$ cat src/tlx_pkg.sv
package tlx_pkg;

  localparam logic [31:0] PRIME1 = 32'd2654435761;
  localparam logic [31:0] PRIME2 = 32'd2246822519;
  localparam logic [31:0] PRIME3 = 32'd3266489917;
  localparam logic [31:0] PRIME4 = 32'd668265263;
  localparam logic [31:0] PRIME5 = 32'd374761393;

  localparam int DATA_W = 32;

  // Request type as it arrives on the input tuser.
  typedef enum logic [1:0] {
    REQ_BODY = 2'd0,
    REQ_WORD = 2'd1,
    REQ_BYTE = 2'd2
  } req_type_t;

  // Item kind after classification by the front end.
  typedef enum logic [1:0] {
    ITEM_BODY,
    ITEM_WORD,
    ITEM_BYTE
  } item_kind_t;

  // Configuration register indexes.
  typedef enum logic {
    CFG_SEED       = 1'b0,
    CFG_TOTAL_SIZE = 1'b1
  } cfg_reg_t;

  typedef struct packed {
    item_kind_t         kind;
    logic [DATA_W-1:0]  data;
    logic               last;
  } item_t;

  typedef enum logic [2:0] {
    ST_IDLE,
    ST_MUL1,
    ST_ADD,
    ST_MUL2,
    ST_FOLD,
    ST_AV1,
    ST_AV2,
    ST_OUT
  } back_state_t;

  // Lane of a body word from its position in the 8-word block.
  function automatic logic [1:0] lane_of(input logic [2:0] pos);
    logic [1:0] lane;
    case (pos)
      3'd0, 3'd3, 3'd6: lane = 2'd0;
      3'd1, 3'd4, 3'd7: lane = 2'd1;
      default:          lane = 2'd2;
    endcase
    return lane;
  endfunction

endpackage

$ cat src/tlx_front.sv
module tlx_front (
  input  logic                         in_tvalid,
  output logic                         in_tready,
  input  logic [31:0]                  in_tdata,
  input  logic [1:0]                   in_tuser,
  input  logic                         in_tlast,
  output logic                         push_valid,
  output tlx_pkg::item_t               push_item,
  input  logic                         push_ready
);

  tlx_pkg::item_kind_t kind;

  // Type three has no meaning of its own and is hashed as a byte.
  always_comb begin
    unique case (tlx_pkg::req_type_t'(in_tuser))
      tlx_pkg::REQ_BODY: kind = tlx_pkg::ITEM_BODY;
      tlx_pkg::REQ_WORD: kind = tlx_pkg::ITEM_WORD;
      default:           kind = tlx_pkg::ITEM_BYTE;
    endcase
  end

  always_comb begin
    push_item.kind = kind;
    push_item.last = in_tlast;
    if (kind == tlx_pkg::ITEM_BYTE) begin
      push_item.data = {24'd0, in_tdata[7:0]};
    end else begin
      push_item.data = in_tdata;
    end
  end

  assign push_valid = in_tvalid;
  assign in_tready  = push_ready;

endmodule

$ cat src/tlx_queue.sv
module tlx_queue (
  input  logic            clk,
  input  logic            rst_n,
  input  logic            push_valid,
  input  tlx_pkg::item_t  push_item,
  output logic            push_ready,
  output logic            pop_valid,
  output tlx_pkg::item_t  pop_item,
  input  logic            pop_ready
);

  tlx_pkg::item_t entry_r [2];
  logic           wr_ptr_r;
  logic           rd_ptr_r;
  logic [1:0]     count_r;
  logic           do_push;
  logic           do_pop;

  assign push_ready = (count_r != 2'd2);
  assign pop_valid  = (count_r != 2'd0);
  assign pop_item   = entry_r[rd_ptr_r];
  assign do_push    = push_valid && push_ready;
  assign do_pop     = pop_valid && pop_ready;

  always_ff @(posedge clk) begin
    if (do_push) begin
      entry_r[wr_ptr_r] <= push_item;
    end
  end

  always_ff @(posedge clk) begin
    if (!rst_n) begin
      wr_ptr_r <= 1'b0;
      rd_ptr_r <= 1'b0;
      count_r  <= 2'd0;
    end else begin
      if (do_push) begin
        wr_ptr_r <= ~wr_ptr_r;
      end
      if (do_pop) begin
        rd_ptr_r <= ~rd_ptr_r;
      end
      if (do_push && !do_pop) begin
        count_r <= count_r + 2'd1;
      end else if (do_pop && !do_push) begin
        count_r <= count_r - 2'd1;
      end
    end
  end

endmodule

$ cat src/tlx_back.sv
module tlx_back (
  input  logic            clk,
  input  logic            rst_n,
  input  logic            cfg_valid,
  input  logic            cfg_index,
  input  logic [31:0]     cfg_data,
  input  logic            pop_valid,
  input  tlx_pkg::item_t  pop_item,
  output logic            pop_ready,
  output logic            out_tvalid,
  input  logic            out_tready,
  output logic [31:0]     out_tdata
);

  tlx_pkg::back_state_t state_r;
  tlx_pkg::back_state_t state_nxt;

  logic [31:0]         seed_r;
  logic [31:0]         total_r;
  logic [31:0]         lane_r [3];
  logic [31:0]         hash_r;
  logic [2:0]          wib_r;
  logic                folded_r;
  tlx_pkg::item_kind_t kind_r;
  logic [31:0]         data_r;
  logic                last_r;
  logic [1:0]          lane_sel_r;
  logic [31:0]         tmp_r;
  logic                out_valid_r;
  logic [31:0]         out_data_r;

  logic [31:0]         mul_a;
  logic [31:0]         mul_b;
  logic [31:0]         mul_p;
  logic [31:0]         add_base;
  logic [31:0]         add_sum;
  logic [31:0]         add_rot;
  logic [31:0]         fold_sum;
  logic                out_free;
  logic                body_round;

  assign out_free   = !out_valid_r || out_tready;
  assign out_tvalid = out_valid_r;
  assign out_tdata  = out_data_r;
  assign body_round = (pop_item.kind == tlx_pkg::ITEM_BODY) && !folded_r;

  // One shared multiplier, its product always lands in a register.
  always_comb begin
    mul_a = tmp_r;
    mul_b = tlx_pkg::PRIME1;
    unique case (state_r)
      tlx_pkg::ST_MUL1: begin
        mul_a = data_r;
        case (kind_r)
          tlx_pkg::ITEM_BODY: mul_b = tlx_pkg::PRIME2;
          tlx_pkg::ITEM_WORD: mul_b = tlx_pkg::PRIME3;
          default:            mul_b = tlx_pkg::PRIME5;
        endcase
      end
      tlx_pkg::ST_MUL2: begin
        mul_a = tmp_r;
        mul_b = (kind_r == tlx_pkg::ITEM_WORD) ? tlx_pkg::PRIME4 : tlx_pkg::PRIME1;
      end
      tlx_pkg::ST_AV1: begin
        mul_a = hash_r ^ (hash_r >> 15);
        mul_b = tlx_pkg::PRIME2;
      end
      tlx_pkg::ST_AV2: begin
        mul_a = tmp_r ^ (tmp_r >> 13);
        mul_b = tlx_pkg::PRIME3;
      end
      default: begin
        mul_a = tmp_r;
        mul_b = tlx_pkg::PRIME1;
      end
    endcase
    mul_p = 32'(mul_a * mul_b);
  end

  always_comb begin
    add_base = (kind_r == tlx_pkg::ITEM_BODY) ? lane_r[lane_sel_r] : hash_r;
    add_sum  = add_base + tmp_r;
    case (kind_r)
      tlx_pkg::ITEM_BODY: add_rot = {add_sum[18:0], add_sum[31:19]};
      tlx_pkg::ITEM_WORD: add_rot = {add_sum[14:0], add_sum[31:15]};
      default:            add_rot = {add_sum[20:0], add_sum[31:21]};
    endcase
    fold_sum = total_r + {lane_r[0][30:0], lane_r[0][31]}
             + {lane_r[1][24:0], lane_r[1][31:25]}
             + {lane_r[2][19:0], lane_r[2][31:20]};
  end

  always_comb begin
    state_nxt = state_r;
    pop_ready = 1'b0;
    unique case (state_r)
      tlx_pkg::ST_IDLE: begin
        pop_ready = 1'b1;
        if (pop_valid) begin
          state_nxt = (body_round || folded_r) ? tlx_pkg::ST_MUL1 : tlx_pkg::ST_FOLD;
        end
      end
      tlx_pkg::ST_MUL1: state_nxt = tlx_pkg::ST_ADD;
      tlx_pkg::ST_ADD:  state_nxt = tlx_pkg::ST_MUL2;
      tlx_pkg::ST_MUL2: begin
        if (!last_r) begin
          state_nxt = tlx_pkg::ST_IDLE;
        end else if (kind_r == tlx_pkg::ITEM_BODY) begin
          state_nxt = tlx_pkg::ST_FOLD;
        end else begin
          state_nxt = tlx_pkg::ST_AV1;
        end
      end
      tlx_pkg::ST_FOLD: begin
        state_nxt = (kind_r == tlx_pkg::ITEM_BODY) ? tlx_pkg::ST_AV1 : tlx_pkg::ST_MUL1;
      end
      tlx_pkg::ST_AV1: state_nxt = tlx_pkg::ST_AV2;
      tlx_pkg::ST_AV2: state_nxt = tlx_pkg::ST_OUT;
      tlx_pkg::ST_OUT: begin
        if (out_free) begin
          state_nxt = tlx_pkg::ST_IDLE;
        end
      end
      default: state_nxt = tlx_pkg::ST_IDLE;
    endcase
  end

  always_ff @(posedge clk) begin
    if (!rst_n) begin
      state_r <= tlx_pkg::ST_IDLE;
    end else begin
      state_r <= state_nxt;
    end
  end

  // Item payload and scratch register.
  always_ff @(posedge clk) begin
    if ((state_r == tlx_pkg::ST_IDLE) && pop_valid) begin
      kind_r     <= body_round ? tlx_pkg::ITEM_BODY
                  : (pop_item.kind == tlx_pkg::ITEM_BYTE) ? tlx_pkg::ITEM_BYTE
                  : tlx_pkg::ITEM_WORD;
      data_r     <= pop_item.data;
      last_r     <= pop_item.last;
      lane_sel_r <= tlx_pkg::lane_of(wib_r);
    end
    if ((state_r == tlx_pkg::ST_MUL1) || (state_r == tlx_pkg::ST_AV1) ||
        (state_r == tlx_pkg::ST_AV2)) begin
      tmp_r <= mul_p;
    end else if (state_r == tlx_pkg::ST_ADD) begin
      tmp_r <= add_rot;
    end
    if ((state_r == tlx_pkg::ST_OUT) && out_free) begin
      out_data_r <= tmp_r ^ (tmp_r >> 16);
    end
  end

  // Hash state and configuration.
  always_ff @(posedge clk) begin
    if (!rst_n) begin
      seed_r      <= 32'd0;
      total_r     <= 32'd0;
      lane_r[0]   <= tlx_pkg::PRIME1 + tlx_pkg::PRIME2;
      lane_r[1]   <= tlx_pkg::PRIME2;
      lane_r[2]   <= 32'd0;
      hash_r      <= 32'd0;
      wib_r       <= 3'd0;
      folded_r    <= 1'b0;
      out_valid_r <= 1'b0;
    end else begin
      // A new hash replaces the one taken in the same cycle.
      if ((state_r == tlx_pkg::ST_OUT) && out_free) begin
        out_valid_r <= 1'b1;
      end else if (out_tready) begin
        out_valid_r <= 1'b0;
      end
      case (state_r)
        tlx_pkg::ST_MUL2: begin
          if (kind_r == tlx_pkg::ITEM_BODY) begin
            lane_r[lane_sel_r] <= mul_p;
            wib_r              <= wib_r + 3'd1;
          end else begin
            hash_r <= mul_p;
          end
        end
        tlx_pkg::ST_FOLD: begin
          hash_r   <= fold_sum;
          folded_r <= 1'b1;
        end
        tlx_pkg::ST_OUT: begin
          if (out_free) begin
            lane_r[0]   <= seed_r + tlx_pkg::PRIME1 + tlx_pkg::PRIME2;
            lane_r[1]   <= seed_r + tlx_pkg::PRIME2;
            lane_r[2]   <= seed_r;
            hash_r      <= 32'd0;
            wib_r       <= 3'd0;
            folded_r    <= 1'b0;
          end
        end
        default: begin
        end
      endcase
      if (cfg_valid) begin
        if (tlx_pkg::cfg_reg_t'(cfg_index) == tlx_pkg::CFG_SEED) begin
          seed_r    <= cfg_data;
          lane_r[0] <= cfg_data + tlx_pkg::PRIME1 + tlx_pkg::PRIME2;
          lane_r[1] <= cfg_data + tlx_pkg::PRIME2;
          lane_r[2] <= cfg_data;
          hash_r    <= 32'd0;
          wib_r     <= 3'd0;
          folded_r  <= 1'b0;
        end else begin
          total_r <= cfg_data;
        end
      end
    end
  end

endmodule

$ cat src/three_lane_xxh32_hash.sv
// Three-lane XXH32-style hash of a memory region, fed as a stream of requests.
// The input channel (in_*) carries one request per handshake: in_tdata holds a
// 32-bit little-endian word or a byte in its low eight bits, in_tuser says
// whether it is a body word, a head or tail word or a single byte, and in_tlast
// marks the final request of the region. Only the final request produces an
// output: the 32-bit hash on out_tdata. The configuration channel (cfg_*) sets
// the seed (index 0, which also restarts the lanes) and the region's byte
// count (index 1); it is always ready and should only be used while idle.
// Requests are classified by the front end and held in a two-entry queue, so
// the input keeps accepting while the back end works until the queue fills.
// The back end shares one 32x32 multiplier and takes one request at a time:
// a multiply, an add and rotate and a second multiply, a lane fold once per
// region, and the avalanche multiplies on a final request. A stalled output
// holds the hash in its register; the back end then waits before restarting.
// A synchronous reset (rst_n low) clears the seed and size to zero, empties
// the queue and returns the lanes to their start values.
module three_lane_xxh32_hash (
  input  logic        clk,
  input  logic        rst_n,
  input  logic        in_tvalid,
  output logic        in_tready,
  input  logic [31:0] in_tdata,   // [31:0] data_word
  input  logic [1:0]  in_tuser,   // [1:0] req_type
  input  logic        in_tlast,
  output logic        out_tvalid,
  input  logic        out_tready,
  output logic [31:0] out_tdata,  // [31:0] hash
  input  logic        cfg_valid,
  output logic        cfg_ready,
  input  logic        cfg_index,
  input  logic [31:0] cfg_data
);

  logic           push_valid;
  logic           push_ready;
  tlx_pkg::item_t push_item;
  logic           pop_valid;
  logic           pop_ready;
  tlx_pkg::item_t pop_item;

  // Register writes are always taken.
  assign cfg_ready = 1'b1;

  tlx_front u_front (
    .in_tvalid  (in_tvalid),
    .in_tready  (in_tready),
    .in_tdata   (in_tdata),
    .in_tuser   (in_tuser),
    .in_tlast   (in_tlast),
    .push_valid (push_valid),
    .push_item  (push_item),
    .push_ready (push_ready)
  );

  tlx_queue u_queue (
    .clk        (clk),
    .rst_n      (rst_n),
    .push_valid (push_valid),
    .push_item  (push_item),
    .push_ready (push_ready),
    .pop_valid  (pop_valid),
    .pop_item   (pop_item),
    .pop_ready  (pop_ready)
  );

  tlx_back u_back (
    .clk        (clk),
    .rst_n      (rst_n),
    .cfg_valid  (cfg_valid),
    .cfg_index  (cfg_index),
    .cfg_data   (cfg_data),
    .pop_valid  (pop_valid),
    .pop_item   (pop_item),
    .pop_ready  (pop_ready),
    .out_tvalid (out_tvalid),
    .out_tready (out_tready),
    .out_tdata  (out_tdata)
  );

endmodule

$ cat config.mk
export PLATFORM = sky130hd
export DESIGN_NAME = three_lane_xxh32_hash
export DESIGN_NICKNAME = d
export VERILOG_FILES = /design/src/tlx_pkg.sv /design/src/tlx_front.sv /design/src/tlx_queue.sv /design/src/tlx_back.sv /design/src/three_lane_xxh32_hash.sv
export SDC_FILE = /design/constraint.sdc
export NUM_CORES = 2
export LEC_CHECK = 0
export ABC_AREA = 1
export BUFFER_PORTS_ARGS = -buffer_cell sky130_fd_sc_hd__buf_2
export CAP_MARGIN = 20
export CORE_MARGIN = 2
export CORE_UTILIZATION = 55
export DETAILED_ROUTE_END_ITERATION = 7
export MAX_ROUTING_LAYER = met4
export PLACE_DENSITY = 0.86
export RECOVER_POWER = 100
export SETUP_SLACK_MARGIN = 0.5
export SYNTH_ARGS = -nofsm -noshare
export SYNTH_HDL_FRONTEND = slang
export SYNTH_SLANG_ARGS = --single-unit
$ cat constraint.sdc
create_clock -name clk -period 8.1 [get_ports clk]
set_input_delay 1.62 -clock clk [delete_from_list [all_inputs] [get_ports clk]]
set_output_delay 1.62 -clock clk [all_outputs]
set_load 0.01 [all_outputs]
==> results <==
- In this run the tightest slew margin relative to its limit is -0.518.
- The number of max-cap violations is 2.
- Setup repair after global routing could not meet its margin everywhere.
- The flow ran to the end, but the final reports show violations.
- Entering global routing, the biggest net connects slightly below 100 pins.
- The launch instance of the worst register-to-register path is u_back.state_r[1].
- STA puts the critical path data required time at 8.39 ns.
- The total number of clock tree sinks is 410.
- The number of iterations in the first detailed-routing pass is 7.
- The critical path is of the flip-flop to flip-flop type.
- The clock passes through at most 3 buffers.
- The count of buffers added on input and output ports is 106.
- For this configuration, the core starts out at a cell density of 0.554.
- After detailed routing, the total wire length is 176,000 µm.
- The type of element capturing the critical path is a flip-flop.
- After clock tree synthesis, the clock-pin slew on the worst setup and hold paths is 0.08 ns.
- The hold buffer count at CTS is 0.
- The final critical delay including setup and external delays is 8.28 ns.
- The worst setup margin is -0.181 ns.
- The setup slack at placement is -0.283 ns.
- The worst path arrival time is 8.57 ns.
- In this run the critical register-to-register path is captured at u_back.lane_r[1][28].
- The estimated wirelength of the detail-placed design is between 100,000 and 150,000 µm.
- At the end of routability-driven placement, the weighted congestion stood at 1.12.
- Of the cells placed in the final design, the portion with a size suffix greater than 1 is 0.198.
- The proportion of register bits with asynchronous set or reset after synthesis is 0.
- The insertion delay to the later sink of the worst-skew pair is 0.60 ns.
- In this run, synthesis inferred ~300 flip-flops with an integrated enable.
- After the last flow step, the layout net total stands at around 6,300.
- The via count of the first global-routing pass is 39,352.
- In the final layout, the multi-input gates occupy 27,400 µm².
- The first global-routing pass estimated around 250,000 µm of wire.
- The number of endpoints with negative hold slack in the final report is 0.
- The total global-route track usage is 0.461.
- The capturing instance or port of the critical path is u_back.lane_r[1][28].
- The slew of the pin with the lowest slew margin is between 2 and 2.5 ns.
- The number of library cell types mapped by synthesis is 65.
- The warning count from the yosys run is 0.
- Row generation in the floorplan step produced 100 rows.
- Along the worst path, the maximum fanout reaches 6.
- In this run, the number of DRC markers left after iteration 0 of detailed routing was 6,120.
- The count of pins on the block boundary is 108.
- The detailed-route vias per instance is 6.18.
- Counting the fill cells in the layout gives 6,037.
- Across the whole layout, storage elements account for 11,200 µm².
- The type of origin of the critical path is a flip-flop.
- The mean instance size in the synthesized netlist is 8.20 µm².
- The first element of the critical path is u_back.state_r[1].
- The checks that failed: max-capacitance violations, max-slew violations, negative setup slack.
- The share of the cycle needed by the critical path after routing is 1.02.
- The detailed router placed around 40,000 vias in this run.
- Setup violations remaining at the end of the flow were counted as 23.
- In this run, synthesis produced a sequential element count of 410.
- The per-cell routed wire length is 26.9 µm.
- The mapped netlist covers 41,200 µm².
- The cell type of the slowest stage on the worst timing path is fa_1.
- The number of clock buffers added by TritonCTS is 43.
- Together, buffers and inverters on the worst path number 11.
- The total die area is 77,100 µm².
- Global routing finished with a remaining overflow of 0.
- The total number of cells along the worst setup path is 36.
- The maximum achievable frequency is 121 MHz.
- The worst hold path begins at u_queue.rd_ptr_r.
- The count of nets left with antenna violations once routing finished came out at 0.
- Counting every net in the synthesized netlist gives 5,769.
- The total area inside the core boundary comes to ~74,000 µm².
- The die span in x is around 280 µm.
- The most numerous cell type found on the critical path is fa_1.
- The max-slew violation total from the final report is 70.
- The share of the Yosys chip area taken by registers is 0.272.
- The CTS tree is yes.
- The largest delay contributor family on the critical path is adder cells.
- In the routed design, unresolved DRC markers number 0.
- Across the routed clock network, the largest skew measured is 0.0298 ns.
- The worst hold-check path type is flip-flop to flip-flop.
- The top flip-flop cell by instance count after synthesis is edfxtp_1.
- Clock tree synthesis selected as its root buffer the cell clkbuf_16.
- The synthesis-to-finish area growth is 21.2%.
- CTS built an H-tree with a depth of 2.
- The initial antenna violation count was 3.
- The reg-to-reg setup timing slack is -0.18 ns.
- The number of cells on the worst reg-to-reg path is 36.
- The maximum cell stage delay along the critical path is 0.61 ns.
- The number of cells on the worst hold path is 1.
- The gate count of the mapped netlist is 5,027.
- The vertical extent of the die is 278 µm.
[stage by stage]
| stage | TNS [ns] | util | hold slack (ns) | instances | instance area (µm²) |
|---|---|---|---|---|---|
| global placement | -3.10 | 0.614 | 0.436 | 6339 | 45700 |
| floorplan | 0 | - | 0.426 | 5027 | 41300 |
| detailed placement | -5.07 | 0.614 | 0.461 | 6340 | 45700 |
| finish | -2.11 | 0.672 | 0.471 | 6550 | 50000 |
| CTS | 0 | 0.651 | 0.467 | 6496 | 48400 |
| global route | -8.75 | 0.672 | 0.485 | 6550 | 50000 |
[cell usage after synthesis, types with 6 or more instances]
library cell / n / area [µm²]
nor4_1: 6 / 37.5
edfxtp_1: 299 / 8980
o2111ai_1: 7 / 61.3
clkbuf_1: 125 / 469
o21bai_1: 16 / 120
a21o_1: 8 / 60.1
mux2_2: 33 / 372
o21a_1: 13 / 97.6
fa_1: 462 / 9250
a21oi_1: 247 / 1240
a21boi_0: 9 / 67.6
buf_1: 23 / 86.3
a22oi_1: 7 / 52.6
nand4_1: 37 / 231
a31oi_1: 32 / 200
nor2_1: 458 / 1720
o22ai_1: 90 / 563
buf_2: 14 / 70.1
inv_2: 12 / 45.0
o221ai_1: 21 / 184
nand2_2: 8 / 50.1
nand3_1: 221 / 1110
o21ai_1: 7 / 35.0
a221oi_1: 6 / 52.6
nor3_1: 26 / 130
o211ai_1: 28 / 210
dfxtp_1: 111 / 2220
ha_1: 207 / 2590
xor2_1: 107 / 937
a41oi_1: 9 / 78.8
inv_1: 928 / 3480
clkinv_1: 19 / 71.3
or2_2: 20 / 125
nand2_1: 938 / 3520
nand3_2: 6 / 60.1
o21ai_0: 380 / 1900
xnor2_1: 24 / 210
nand3b_1: 11 / 82.6
[routing by layer]
metal | global-route usage | vias to the layer above | part of all wire
met5 | - | - | 0
met4 | 0.322 | 0 | 0.097
met3 | 0.0971 | 868 | 0.12
met2 | 0.689 | 3141 | 0.43
met1 | 0.559 | 19227 | 0.35
li1 | - | 17214 | -
[state kept, by name, summed over array words and instances (netlist names), 2 cells and up, named ones only]
signal / cells
u_queue.entry_r: 70
u_back.state_r: 3
u_back.lane_r: 128
u_back.kind_r: 2
u_back.seed_r: 32
u_back.tmp_r: 32
u_back.data_r: 32
u_queue.count_r: 2
u_back.wib_r: 3
u_back.hash_r: 32
u_back.lane_sel_r: 2
u_back.total_r: 32
u_back.out_tdata: 32
[cells in the final DEF (no fill, tap or decap), types with 50 or more instances in the layout]
master | Yosys | layout
dfxtp_1 | 111 | 105
buf_4 | 5 | 417
o21ai_0 | 380 | 353
nand3_1 | 221 | 199
buf_6 | 1 | 68
inv_1 | 928 | 878
inv_2 | 12 | 50
nand2_1 | 938 | 885
nor2_1 | 458 | 409
a21oi_1 | 247 | 225
o22ai_1 | 90 | 90
ha_1 | 207 | 182
xor2_1 | 107 | 103
buf_2 | 14 | 102
fa_1 | 462 | 420
edfxtp_1 | 299 | 299
[worst min-delay path by stage]
stage,to,slack [ns]
global placement,u_queue.rd_ptr_r,0.44
floorplan,flip-flop,0.43
global route,flip-flop,0.49
CTS,flip-flop,0.47
finish,flip-flop,0.47
detailed placement,flip-flop,0.46
[cell type report]
class,count,share of cell area
multi-input cells,3490,0.548
flip-flops and latches,410,0.224
repair buffers,642,0.102
inverters,959,0.0733
well taps,969,0.0243
clock buffers,51,0.0225
clock inverters,27,0.00543
diodes,2,0.000100
[cells by family after synthesis]
family / Yosys count / share of synthesized area
and+or+nand+nor: 1752 / 0.176
buffers and inverters: 1127 / 0.104
AOI/OAI and AO/OA: 903 / 0.124
adders and majority gates: 669 / 0.287
DFF: 410 / 0.272
xor gates and xnor gates: 131 / 0.0278
muxes: 34 / 0.00926
other: 1 / 0.0000910
[timing repair]
action / in CTS / in global routing
pin swaps: 44 / 112
gates cloned: 0 / 1
setup endpoints to repair: 104 / 113
hold endpoints to repair: 0 / 0
gates resized for setup: 192 / 307
buffers inserted: 78 / 49
Power is not shown: default switching activity piles up to over one toggle a cycle in this logic, so the estimate is an artifact.
